$ cat src/rtl/core/plm_first.sv
`default_nettype none
module plm_first #(
  parameter int N     = 64,
  parameter int IDX_W = 6
) (
  input  wire logic [N-1:0]     hits,
  output logic                  any_hit,
  output logic      [IDX_W-1:0] first_idx
);

  logic [N-1:0] lowest;

  // Isolate the lowest set bit, then encode the one-hot word bit by bit.
  assign lowest  = hits & (~hits + N'(1));
  assign any_hit = |hits;

  for (genvar b = 0; b < IDX_W; b++) begin : g_bit
    logic [N-1:0] bit_mask;
    always_comb begin
      for (int i = 0; i < N; i++) begin
        bit_mask[i] = 1'((i >> b) & 1);
      end
    end
    assign first_idx[b] = |(lowest & bit_mask);
  end

endmodule
`default_nettype wire

$ cat config.mk
export PLATFORM = sky130hd
export DESIGN_NAME = plm_first
export DESIGN_NICKNAME = d
export VERILOG_FILES = /design/src/rtl/core/plm_first.sv
export SDC_FILE = /design/constraint.sdc
export NUM_CORES = 1
export LEC_CHECK = 0
export BUFFER_PORTS_ARGS = -buffer_cell sky130_fd_sc_hd__buf_2
export CORE_MARGIN = 4
export CORE_UTILIZATION = 52
export DETAILED_ROUTE_END_ITERATION = 12
export GPL_ROUTABILITY_DRIVEN = 0
export MAX_ROUTING_LAYER = met4
export PLACE_DENSITY = 0.91
export SLEW_MARGIN = 20
export SYNTH_ARGS = -nofsm -noshare
export SYNTH_HDL_FRONTEND = slang
export SYNTH_SLANG_ARGS = --single-unit
$ cat constraint.sdc
create_clock -name vclk -period 3.9
set_input_delay 0.78 -clock vclk [all_inputs]
set_output_delay 0.78 -clock vclk [all_outputs]
set_load 0.01 [all_outputs]
==> impl_metrics.env <==
export IMPL_holdWs_ns=1.866
export IMPL_synth_yosys_seq_area_share_pct=0
export IMPL_p_int_w=0.00004564
export IMPL_die_x_um=59
export IMPL_drc=0
export IMPL_fin_cells=327
export IMPL_switching_share_pct=57.46
export IMPL_synth_area_per_cell_sq_um=6.093
export IMPL_fmax_ghz=0.2712
export IMPL_vias=2202
export IMPL_yosysWarnings=0
export IMPL_leakagePower_nw=0.7696
export IMPL_nFillCells=234
export IMPL_portBuffers=71
export IMPL_routed_wl_um=5019
export IMPL_vias_per_cell=6.734
export IMPL_start_kind="primary input"
export IMPL_syn_nets=286
export IMPL_crit_path_top_delay_cell="or4_1"
export IMPL_synth_mux_area_share_pct=0.7401
export IMPL_drv_slew=0
export IMPL_fp_coreArea_sq_um=2477
export IMPL_regArea_sq_um=0
export IMPL_placement_rows=18
export IMPL_tns_ns=0
export IMPL_cap_violations=0
export IMPL_p_seq_share_pct=0
export IMPL_cpMostUsedCell="buf_2"
export IMPL_crit_arrival_ns=2.91
export IMPL_maxSlewHeadroom_pct=64.03
export IMPL_p_per_area_nw_per_um2=60.34
export IMPL_path_cells="buf_2, or4_1, nor3_1, nand3_1, nor4_1, a31o_2, a311oi_1, nand4_1, buf_2"
export IMPL_initial_core_util_pct=54.60
export IMPL_firstDrtPassIters=5
export IMPL_multi_input_area_sq_um=1295
export IMPL_grt_ovfl_total=0
export IMPL_crit_type="primary input to output port"
export IMPL_routedWlPerCell_um=15.35
export IMPL_chipHeight_um=59
export IMPL_setup_viol=0
export IMPL_die_area_sq_um=3481
export IMPL_endpoint_kind="output port"
export IMPL_dp_cells=327
export IMPL_post_route_cells_drive_above_1_share_pct=30.30
export IMPL_antenna_found_initial=0
export IMPL_hold_class="primary input to output port"
export IMPL_critPathMaxStageDelay_ns=0.66
export IMPL_area_delta_synth_final_pct=31.45
export IMPL_cts_hold_fix_buffers=0
export IMPL_p_total_w=0.0001073
export IMPL_grt_max_degree=9
export IMPL_synthesis_area_sq_um=1353
export IMPL_pwr_share_clk_pct=0
export IMPL_worst_slew_pin_slew_ns=0.5384
export IMPL_p_comb_share_pct=100.0
export IMPL_min_period_ns=3.687
export IMPL_synth_adder_area_share_pct=0
export IMPL_ant_nets=0
export IMPL_hpwl_um=4313
export IMPL_yosysUniqueCellTypes=55
export IMPL_synthCells=222
export IMPL_synth_compound_area_share_pct=28.03
export IMPL_layout_nets=363
export IMPL_grt_pass1_vias=1906
export IMPL_synth_xor_area_share_pct=0
export IMPL_antenna_cells=0
export IMPL_min_period_over_period_pct=94.54
export IMPL_clkbuf_count=0
export IMPL_peakVddDrop_mv=0.05660
export IMPL_nFlopsAndLatches=0
export IMPL_rsz0062_at_grt="false"
export IMPL_post_cts_buffers=0
export IMPL_grt_pass1_wl_um=7914
export IMPL_ioPinCount=71
export IMPL_cp_max_fo=4
export IMPL_required_ns=3.12
export IMPL_initialDrtViolationCount=166
export IMPL_hold_viol=0
export IMPL_track_usage_pct=28.55
export IMPL_synth_simple_area_share_pct=66.98
export IMPL_outcome="finished, final reports clean"
export IMPL_cts_resized=0
export IMPL_switchingPower_w=0.00006164
export IMPL_synth_top_family_by_area="simple AND/OR/NAND/NOR gates"
==> layout by cell type, fill, tap and decap left out, drive strengths merged, types with 2 or more instances in the layout <==
cell type   n
nor3       22
nand4b      3
nor2       26
a21oi      14
and3        8
o311ai      3
nand4       8
nand2      17
buf        77
a31o        2
or3         4
o21ai       9
o2111a      2
and2        4
o211ai      2
o21bai      4
nor2b       4
inv        12
nand3b      2
a31oi       2
and4        6
nand2b      4
nand3      14
nor4       18
a211oi      3
or4         6
==> routing by layer <==
layer / GRT usage [%] / routed length, um / vias to the layer above
met2: 51.58 / 2373 / 153
met4: 6.472 / 186 / 0
met3: 2.397 / 551 / 32
met1: 34.08 / 1908 / 968
met5: - / 0 / -
li1: - / - / 1049
==> worst max-delay path, delay by kind of cell <==
family                 cells  cell delay, ns
AOI/OAI and AO/OA          2            0.20
buffers and inverters      2            0.27
and+or+nand+nor            5            1.65
==> cell families after synthesis <==
kind of cell | count (synthesis)
buffers and inverters | 14
and+or+nand+nor | 152
muxes | 1
AOI/OAI and AO/OA | 55
==> layout make-up <==
class                      count  area share, %
multi-input combinational    208          72.84
tap                           30          2.111
inverter                      12          2.533
timing repair buffer          77          22.52
==> path summary, 6_finish.rpt <==
path	end	start	slack (ns)	cells after the start
min	any_hit	hits[63]	1.87	3
max	first_idx[4]	hits[51]	0.21	9
==> metrics by stage <==
stage               utilization, %  setup slack (ns)  area [sq um]
global route                 71.77           0.09443          1778
detailed placement           71.77            0.2526          1778
floorplan                        -            0.6750          1353
finish                       71.77            0.2128          1778
CTS                          71.77            0.2642          1778
global placement             71.77            0.3166          1778
==> power groups by stage <==
stage	clock network (W)	logic, W	registers (W)
floorplan	0	0.0000379	0
global placement	0	0.000102	0
detailed placement	0	0.000105	0
CTS	0	0.000105	0
global route	0	0.000118	0
finish	0	0.000107	0
==> cell usage after synthesis, types with 6 or more instances <==
master    n  area [sq um]
a21oi_1  14         70.07
and3_1    7         43.79
and4_1    6         52.55
inv_1    12         45.04
nand2_1  17         63.81
nand3_1  12         60.06
nand4_1   8         50.05
nor2_1   25         93.84
nor3_1   22         110.1
nor4_1   15         93.84
o21ai_0   9         45.04
Power figures use the tool's default switching activity.
