**src/rtl/core/plm_pkg.sv**
```systemverilog
`default_nettype none
package plm_pkg;

  // Widths of the request and result fields.
  localparam int MODE_W   = 2;
  localparam int VALUE_W  = 32;
  localparam int POS_W    = 8;
  localparam int STATUS_W = 2;
  localparam int FPOS_W   = 7;
  localparam int COUNT_W  = 7;

  // Packed stream widths, rounded up to whole bytes.
  localparam int IN_BITS  = MODE_W + VALUE_W + POS_W;
  localparam int IN_W     = ((IN_BITS + 7) / 8) * 8;
  localparam int OUT_BITS = STATUS_W + 1 + FPOS_W + COUNT_W;
  localparam int OUT_W    = ((OUT_BITS + 7) / 8) * 8;

  typedef enum logic [MODE_W-1:0] {
    MODE_INSERT = 2'd0,
    MODE_DELETE = 2'd1,
    MODE_SEARCH = 2'd2
  } mode_t;

  typedef enum logic [STATUS_W-1:0] {
    STAT_DONE  = 2'd0,
    STAT_RANGE = 2'd1,
    STAT_FULL  = 2'd2
  } status_t;

  typedef enum logic [1:0] {
    S_IDLE,
    S_RUN,
    S_FIND
  } state_t;

  // What a cell loads at the next edge.
  typedef enum logic [1:0] {
    SEL_HOLD,
    SEL_LEFT,
    SEL_RIGHT,
    SEL_LOAD
  } cell_sel_t;

  typedef struct packed {
    cell_sel_t sel;
    logic      capture;
    logic      cmp_en;
  } cell_ctl_t;

endpackage
`default_nettype wire

```
**src/rtl/core/plm_cell.sv**
```systemverilog
`default_nettype none
module plm_cell (
  input  wire logic                         clk,
  input  wire plm_pkg::cell_ctl_t           ctl,
  input  wire logic [plm_pkg::VALUE_W-1:0]  left_value,
  input  wire logic [plm_pkg::VALUE_W-1:0]  right_value,
  input  wire logic [plm_pkg::VALUE_W-1:0]  key,
  output logic      [plm_pkg::VALUE_W-1:0]  entry,
  output logic                              match
);
  import plm_pkg::*;

  // One list slot. Inserts shift entries toward the tail through the left
  // neighbor, deletes pull them toward the head from the right neighbor.
  always_ff @(posedge clk) begin
    case (ctl.sel)
      SEL_LEFT:  entry <= left_value;
      SEL_RIGHT: entry <= right_value;
      SEL_LOAD:  entry <= key;
      default:   entry <= entry;
    endcase
    if (ctl.capture) begin
      match <= ctl.cmp_en && (entry == key);
    end
  end

endmodule
`default_nettype wire

```
**config.mk**
```make
export PLATFORM = sky130hd
export DESIGN_NAME = plm_cell
export DESIGN_NICKNAME = d
export VERILOG_FILES = /design/src/rtl/core/plm_pkg.sv /design/src/rtl/core/plm_cell.sv
export SDC_FILE = /design/constraint.sdc
export NUM_CORES = 1
export LEC_CHECK = 0
export BUFFER_PORTS_ARGS = -buffer_cell sky130_fd_sc_hd__buf_2
export CORE_MARGIN = 3
export CORE_UTILIZATION = 42
export CTS_CLUSTER_SIZE = 8
export DETAILED_ROUTE_END_ITERATION = 10
export PLACE_DENSITY = 0.8
export REMOVE_ABC_BUFFERS = 1
export SLEW_MARGIN = 20
export SYNTH_ARGS = -nofsm -noshare
export SYNTH_HDL_FRONTEND = slang
export SYNTH_SLANG_ARGS = --single-unit
```
**constraint.sdc**
```tcl
create_clock -name clk -period 2.1 [get_ports clk]
set_clock_uncertainty 0.1 [all_clocks]
set_input_delay 0.315 -clock clk [delete_from_list [all_inputs] [get_ports clk]]
set_output_delay 0.315 -clock clk [all_outputs]
set_load 0.005 [all_outputs]
```
==> results of run 1 <==
cell families (layout without fill, tap and decap cells):
family,after synthesis,in the layout
and+or+nand+nor,45,45
xor gates and xnor gates,32,32
AOI/OAI and AO/OA,32,32
buffers and inverters,11,144
muxes,32,32
DFF,33,33
worst max-delay path, cell delays in order (launching register included):
cell	delay [ns]
edfxtp_1	0.41
xor2_1	0.16
nor4_1	0.39
nand4_1	0.16
nor3_2	0.18
final timing paths:
path	slack (ns)	end
max	0.56	match
min	0.14	match
max reg2reg	0.56	match
min reg2reg	0.69	match
flip-flops by register name, summed over array words and instances, names as in the netlist:
signal and count:
entry 32, match 1
routing by layer:
layer	share of wire	wire length, um	vias up
met1	0.40	2044	810
met4	0.0087	45	0
met5	0	0	-
li1	-	-	928
met2	0.50	2589	80
met3	0.092	476	7
through the flow:
stage	setup WS [ns]	hold slack, ns	util	power, uW
after global routing	0.3761	0.1256	0.6228	1820
after floorplan	0.7517	0.3275	-	1041
after global placement	0.4974	0.4176	0.6049	1271
final	0.5568	0.1367	0.6228	1713
after detailed placement	0.4772	0.4160	0.6049	1284
after CTS	0.4956	0.1263	0.6228	1740
power by group through the flow:
stage	combinational (uW)	sequential (uW)	clock, uW
finish	400	864	449
detailed placement	405	879	0
CTS	407	865	468
global route	450	874	496
floorplan	155	886	0
global placement	396	874	0
layout make-up:
class	instances	area, um^2
multi-input cells	141	962.2
well taps	52	65.06
flip-flops and latches	33	991.0
clock buffers	8	80.08
repair buffers	136	688.2
fillers	397	1688
cells in the mapped netlist (all sizes together):
library cell	instances
nand4	1
xnor2	1
a21oi	32
nor3	2
nand3	2
nor4	7
or2	1
clkbuf	4
mux2i	32
nor2	32
buf	7
xor2	31
edfxtp	33
==> results.json, run 1 <==
{
  "synth-adder-area-share": 0,
  "reg2reg_from": "entry[30]",
  "r2r_cells": 4,
  "gp_congestion": 0.7389,
  "vias": 1825,
  "antenna_found_initial": 0,
  "grt_max_degree": 65,
  "yosys.area_share.xor_xnor": 0.1396,
  "routed_via_density": 4.932,
  "dieArea_um2": 5647,
  "p_comb_frac": 0.234,
  "grt_util_all_layers": 0.1817,
  "post-route-period-util": 0.7349,
  "instances_no_fill": 370,
  "start_util": 0.4488,
  "cts_resized": 0,
  "antenna_cells": 0,
  "grt_use_met2": 0.3356,
  "ys_ff_latch": 33,
  "hpwlAfterDp_um": 4069,
  "drtAntennaViolNets": 0,
  "core_um2": 4474,
  "leakage_uw": 0.001342,
  "grtUsageMet1": 0.2039,
  "cell_internal_pwr_uw": 1264,
  "syn-mean-instance-area_um2": 10.86,
  "clock_latency_ns": 0.27,
  "htree_levels": 2,
  "rsz0062_at_grt": "false",
  "synthSimpleGateAreaFrac": 0.1003,
  "avgRoutedWirePerCell_um": 13.93,
  "hp-start": "ctl[1]",
  "yosysWarnings": 0,
  "fp.dieW_um": 75.15,
  "final_area_um2": 2786,
  "hold_viol": 0,
  "crit_required_ns": 2.13,
  "dp.cells": 362,
  "outcome": "complete, no violations",
  "first_pass_iters": 4,
  "drtIter0Drc": 32,
  "end_kind": "register",
  "post_cts_buffers": 0,
  "netlist.top_cell.by_area": "edfxtp_1",
  "period_needed_ns": 1.543,
  "synth_top_area_frac": 0.4935,
  "clock_path_buffers": 2,
  "ir_worst_vdd_v": 0.0004014,
  "gr-total-overflow": 0,
  "hp-class": "in -> reg",
  "cts_tree": "built",
  "startpoint": "entry[30]",
  "grt_pass1_wl_um": 7755,
  "syn_area_um2": 2008,
  "placement.io_buffers": 133,
  "relSlewSlack": 0.4818,
  "synth_top_family_by_area": "multiplexers",
  "drive_gt1_frac": 0.4497,
  "maxCapViolCount": 0,
  "clock_sinks": 33,
  "final_common_cell": "buf_2",
  "die_y_um": 75.15,
  "synth_compound_area_frac": 0.07975,
  "ioPinCount": 134,
  "grt_pass1_vias": 1749,
  "seqPwrFrac": 0.504,
  "final_cell_mix": "buf_2 (133), edfxtp_1 (33), mux2i_1 (32), nor2_1 (32), a21oi_1 (32)",
  "net-switching-power_uw": 448.6,
  "postPlaceCellArea_um2": 2706,
  "fin_nets": 418,
  "synthMuxAreaShare": 0.1595,
  "hold_buffers": 0,
  "cts_buffers": 5,
  "hold_depth": 1,
  "final_max_slew_viol_count": 0,
  "rows": 24,
  "cts_root_buf": "clkbuf_8",
  "wirelength_um": 5155,
  "synth-seq-area-share": 0.4935,
  "worst-setup-path-type": "reg -> reg",
  "ys_types": 16,
  "area_growth_pct": 38.75,
  "finalSetupViolations": 0,
  "use_met3": 0.05340,
  "pwr-share-clk": 0.262,
  "sw_frac_of_total": 0.2619,
  "power_density_nw_per_um2": 614.8,
  "drcViolationCount": 0,
  "critPathMaxFanout": 2,
  "startpoint_type": "register",
  "cp.arrival_ns": 1.57,
  "setup_tns_ns": 0,
  "clk_pin_slew_worst_paths_ns": 0.07,
  "fmax_mhz": 648.0,
  "worst_slew_pin_slew_ns": 0.7774,
  "yosys-top-cells-area": "edfxtp_1 (49%), mux2i_1 (16%), xor2_1 (14%), a21oi_1 (8.0%), nor2_1 (6.0%)",
  "grt.busiest_layer": "met2",
  "netlist_instances": 185
}
(Power assumes the default switching activity.)
==> run 2, diff against run 1 <==
==> constraint.sdc (replaced) <==
create_clock -name clk -period 1.46 [get_ports clk]
set_clock_uncertainty 0.1 [all_clocks]
set_input_delay 0.219 -clock clk [delete_from_list [all_inputs] [get_ports clk]]
set_output_delay 0.219 -clock clk [all_outputs]
set_load 0.005 [all_outputs]
==> results.json, run 2 (synthesis gave the netlist of run 1 again) <==
{
  "drcViolationCount": 0,
  "period_needed_ns": 1.439,
  "regMostFlops": "entry",
  "rows": 24,
  "utilization": 0.6429,
  "startpoint_type": "register",
  "rsz0062_at_grt": "true",
  "clock_latency_ns": 0.28,
  "clock_path_buffers": 2,
  "worstPathCellList": "xor2_1 > nor4_2 > nand3_1 > nor3_2",
  "power_density_nw_per_um2": 872.3,
  "relSlewSlack": 0.7942,
  "fp.dieW_um": 75.15,
  "fin_nets": 423,
  "outcome": "complete, no violations",
  "dieArea_um2": 5647,
  "grt_pass1_vias": 1749,
  "cts_root_buf": "clkbuf_8",
  "reg2reg_from": "entry[4]",
  "start_util": 0.4488,
  "clk_pin_slew_worst_paths_ns": 0.06,
  "fmax_mhz": 695.1,
  "cp_top_family": "simple AND/OR/NAND/NOR gates",
  "leakage_uw": 0.001378,
  "critPathMaxFanout": 2,
  "antenna_found_initial": 0,
  "gp_congestion": 0.7466,
  "fill_cells": 375,
  "cpMaxStageDelayCell": "edfxtp_1",
  "hp-class": "in -> reg",
  "r2r_cells": 4,
  "die_y_um": 75.15,
  "end_kind": "register",
  "slowest_delay_ns": 0.42,
  "seq_area_um2": 991.0,
  "wirelength_um": 5243,
  "antenna_cells": 0,
  "placement.io_buffers": 133,
  "worst-setup-path-type": "reg -> reg",
  "worst_slew_pin_slew_ns": 0.3087,
  "post-route-period-util": 0.9853,
  "cts_tree": "built",
  "hold_depth": 1,
  "core_um2": 4474,
  "maxCapViolCount": 0,
  "hpwlAfterDp_um": 4114,
  "largest_reg_flops": 32,
  "clock_sinks": 33,
  "crit_required_ns": 1.50,
  "finalSetupViolations": 0,
  "final_common_cell": "buf_2",
  "crit_buf_inv": 0,
  "drtAntennaViolNets": 0,
  "fin_hold_ws_ns": 0.04307,
  "ir_worst_vdd_v": 0.0004215,
  "grt_max_degree": 33,
  "rrSetupSlack_ns": 0.02,
  "grt_pass1_wl_um": 7797,
  "grt_util_all_layers": 0.1824,
  "drtIter0Drc": 42,
  "hold_viol": 0,
  "routed_via_density": 4.963,
  "final_max_slew_viol_count": 0,
  "first_pass_iters": 4,
  "reg2reg_to": "match",
  "final_cell_mix": "buf_2 (133), edfxtp_1 (33), mux2i_1 (32), nor2_1 (32), a21oi_1 (32)",
  "ioPinCount": 134,
  "setup_tns_ns": 0,
  "cts_buffers": 5,
  "area_growth_pct": 43.24,
  "cp.arrival_ns": 1.47,
  "holdPathEnd": "match",
  "gr-total-overflow": 0,
  "htree_levels": 2,
  "drive_gt1_frac": 0.4752,
  "multi_input_area_um2": 993.5,
  "vias": 1856,
  "largestRegisters": "entry: 32 flops, match: 1 flops",
  "avgRoutedWirePerCell_um": 14.02,
  "hp-start": "ctl[1]"
}
-- run 2: cell count changes in the layout (fill, tap and decap cells not counted), sizes merged --
| cell | change |
|---|---|
| buf | +5 |
| clkinv | +1 |
| clkbuf | -2 |
-- run 2: how the worst max path moves through the flow --
stage / start / slack (ns) / end / cells after the start
final: entry[4] / 0.02 / match / 4
after global routing: entry[4] / -0.08 / match / 4
after CTS: entry[9] / 0.01 / match / 4
after detailed placement: entry[22] / -0.08 / match / 4
after global placement: entry[22] / -0.10 / match / 4
after floorplan: entry[23] / 0.11 / match / 4
-- run 2: area by class of cell --
cell class,instances,area share
repair buffers,141,0.2610
multi-input cells,141,0.3454
well taps,52,0.02262
clock buffers,6,0.02523
flip-flops and latches,33,0.3445
clock inverters,1,0.001305
-- run 2: metal layers --
| metal | wire, um | up-vias | track usage |
|---|---|---|---|
| li1 | - | 941 | - |
| met1 | 2052 | 834 | 0.2124 |
| met2 | 2652 | 75 | 0.3172 |
| met3 | 479 | 6 | 0.06142 |
| met4 | 57 | 0 | 0.05631 |
| met5 | 0 | - | 0 |
-- run 2: report_power, final --
group	internal (uW)	switching (uW)
Sequential	1180	67.4
Clock	321	321
Combinational	327	298
-- run 2: what timing repair did --
action	in CTS	in global routing
endpoints found under the setup margin	1	1
resized for setup	4	1
gates cloned	0	0
pin swaps	6	1
buffers inserted	0	1
hold buffers	0	0
-- run 2: stage by stage --
step                std cells  setup WS, ns  cell area [um^2]  total power [uW]
finish                    374       0.02140              2877              2509
global route              374      -0.08391              2877              2657
CTS                       373       0.01006              2863              2525
detailed placement        366      -0.07882              2761              1864
global placement          366       -0.1009              2761              1845
floorplan                 174        0.1117              1953              1497
==> run 3, diff against run 2 <==
--- a/config.mk
+++ b/config.mk
@@ -6,11 +6,12 @@
 export NUM_CORES = 1
 export LEC_CHECK = 0
 export BUFFER_PORTS_ARGS = -buffer_cell sky130_fd_sc_hd__buf_2
+export CORE_ASPECT_RATIO = 1.75
 export CORE_MARGIN = 3
-export CORE_UTILIZATION = 42
+export CORE_UTILIZATION = 45
 export CTS_CLUSTER_SIZE = 8
 export DETAILED_ROUTE_END_ITERATION = 10
-export PLACE_DENSITY = 0.8
+export PLACE_DENSITY = 0.85
 export REMOVE_ABC_BUFFERS = 1
 export SLEW_MARGIN = 20
 export SYNTH_ARGS = -nofsm -noshare
==> constraint.sdc (replaced) <==
create_clock -name clk -period 1.8 [get_ports clk]
set_clock_uncertainty 0.1 [all_clocks]
set_input_delay 0.27 -clock clk [delete_from_list [all_inputs] [get_ports clk]]
set_output_delay 0.27 -clock clk [all_outputs]
set_load 0.005 [all_outputs]
==> results.json, run 3 (synthesis gave the netlist of run 1 again) <==
{
  "sw_frac_of_total": 0.2633,
  "hold_viol": 0,
  "end_kind": "register",
  "grt_max_degree": 33,
  "regMostFlops": "entry",
  "hp-start": "ctl[1]",
  "maxCapViolCount": 0,
  "clk_pin_slew_worst_paths_ns": 0.06,
  "largestRegisters": "entry: 32 flops, match: 1 flops",
  "fp.dieW_um": 56.50,
  "drcViolationCount": 0,
  "pwr-share-clk": 0.251,
  "outcome": "complete, no violations",
  "fin_nets": 420,
  "crit_required_ns": 1.82,
  "first_pass_iters": 4,
  "area_growth_pct": 39.13,
  "drtIter0Drc": 25,
  "worst-setup-path-type": "reg -> reg",
  "gp_congestion": 0.7490,
  "period_needed_ns": 1.555,
  "reg2reg_from": "entry[30]",
  "fmax_mhz": 642.9,
  "hold_buffers": 0,
  "cts_buffers": 5,
  "routed_via_density": 5.106,
  "seq_area_um2": 991.0,
  "post_cts_buffers": 0,
  "leakage_uw": 0.001351,
  "hpwlAfterDp_um": 4540,
  "placement.io_buffers": 133,
  "final_area_um2": 2794,
  "wirelength_um": 5489,
  "cts_resized": 0,
  "grt_pass1_vias": 1998,
  "die_y_um": 94.37,
  "worst_slew_pin_slew_ns": 0.7473,
  "grt_pass1_wl_um": 8576,
  "postPlaceCellArea_um2": 2718,
  "dieArea_um2": 5332,
  "cts_tree": "built",
  "post-route-period-util": 0.8641,
  "antenna_found_initial": 0,
  "net-switching-power_uw": 523.4,
  "final_max_slew_viol_count": 0,
  "p_comb_frac": 0.240,
  "setup_tns_ns": 0,
  "seqPwrFrac": 0.508,
  "rsz0062_at_grt": "false",
  "clock_sinks": 33,
  "vias": 1879,
  "core_um2": 4228,
  "startpoint_type": "register",
  "drtAntennaViolNets": 0,
  "rows": 31,
  "drive_gt1_frac": 0.4545,
  "fill_cells": 374,
  "clock_path_buffers": 2,
  "relSlewSlack": 0.5018,
  "cts_root_buf": "clkbuf_8",
  "power_density_nw_per_um2": 711.3,
  "antenna_cells": 0,
  "cell_internal_pwr_uw": 1464,
  "final_cell_mix": "buf_2 (133), edfxtp_1 (33), mux2i_1 (32), nor2_1 (32), a21oi_1 (32)",
  "cp.arrival_ns": 1.58,
  "ioPinCount": 134,
  "largest_reg_flops": 32,
  "finalSetupViolations": 0,
  "startpoint": "entry[30]",
  "critPathMaxFanout": 2,
  "grt_util_all_layers": 0.2087,
  "multi_input_area_um2": 962.2,
  "clock_latency_ns": 0.27,
  "final_common_cell": "buf_2",
  "htree_levels": 2,
  "avgRoutedWirePerCell_um": 14.92,
  "ir_worst_vdd_v": 0.0005308,
  "hp-class": "in -> reg",
  "gr-total-overflow": 0,
  "start_util": 0.4750
}
run 3: changes by cell type in the layout (fill, tap and decap cells not counted):
cell,delta
nor4_1,+5
buf_4,-1
nor4_2,-5
buf_12,-2
run 3: worst paths after layout:
path	end	slack (ns)	cells past startpoint
setup / recovery	match	0.24	4
hold / removal	match	0.1	1
setup reg to reg	match	0.24	4
hold reg to reg	match	0.66	3
run 3: per-stage QoR:
step           worst slack, ns  power [uW]  cells  hold WS (ns)  utilization
2_1_floorplan           0.4517        1214    174        0.2825            -
3_3_place_gp            0.2359        1487    361        0.3758       0.6428
3_5_place_dp            0.1800        1509    361        0.3723       0.6428
4_1_cts                 0.1597        2014    368       0.08458       0.6608
5_1_grt                 0.1628        2109    368       0.07880       0.6608
6_report                0.2446        1987    368       0.09883       0.6608
run 3: layout make-up:
| cell class | instances | area share |
|---|---|---|
| tap | 49 | 0.02194 |
| multi-input combinational | 141 | 0.3444 |
| timing repair buffer | 138 | 0.2517 |
| clock inverter | 1 | 0.001343 |
| sequential | 33 | 0.3547 |
| clock buffer | 6 | 0.02597 |
run 3: layer usage:
layer / global-route usage / vias up / share of wire
li1: - / 933 / -
met1: 0.1979 / 840 / 0.33
met2: 0.4015 / 86 / 0.57
met3: 0.04378 / 20 / 0.062
met4: 0.1168 / 0 / 0.039
met5: 0 / - / 0
run 3: worst max-delay path: stages (launching register included):
cell	delay [ns]
edfxtp_1	0.39
xor2_1	0.15
nor4_1	0.39
nand4_1	0.17
nor3_2	0.20
run 3: power groups by stage:
stage                     sequential (uW)  clock, uW  combinational (uW)
after floorplan                      1030          0                 180
after global placement               1020          0                 468
after detailed placement             1030          0                 482
after CTS                            1010        519                 484
after global routing                 1020        558                 530
final                                1010        499                 477
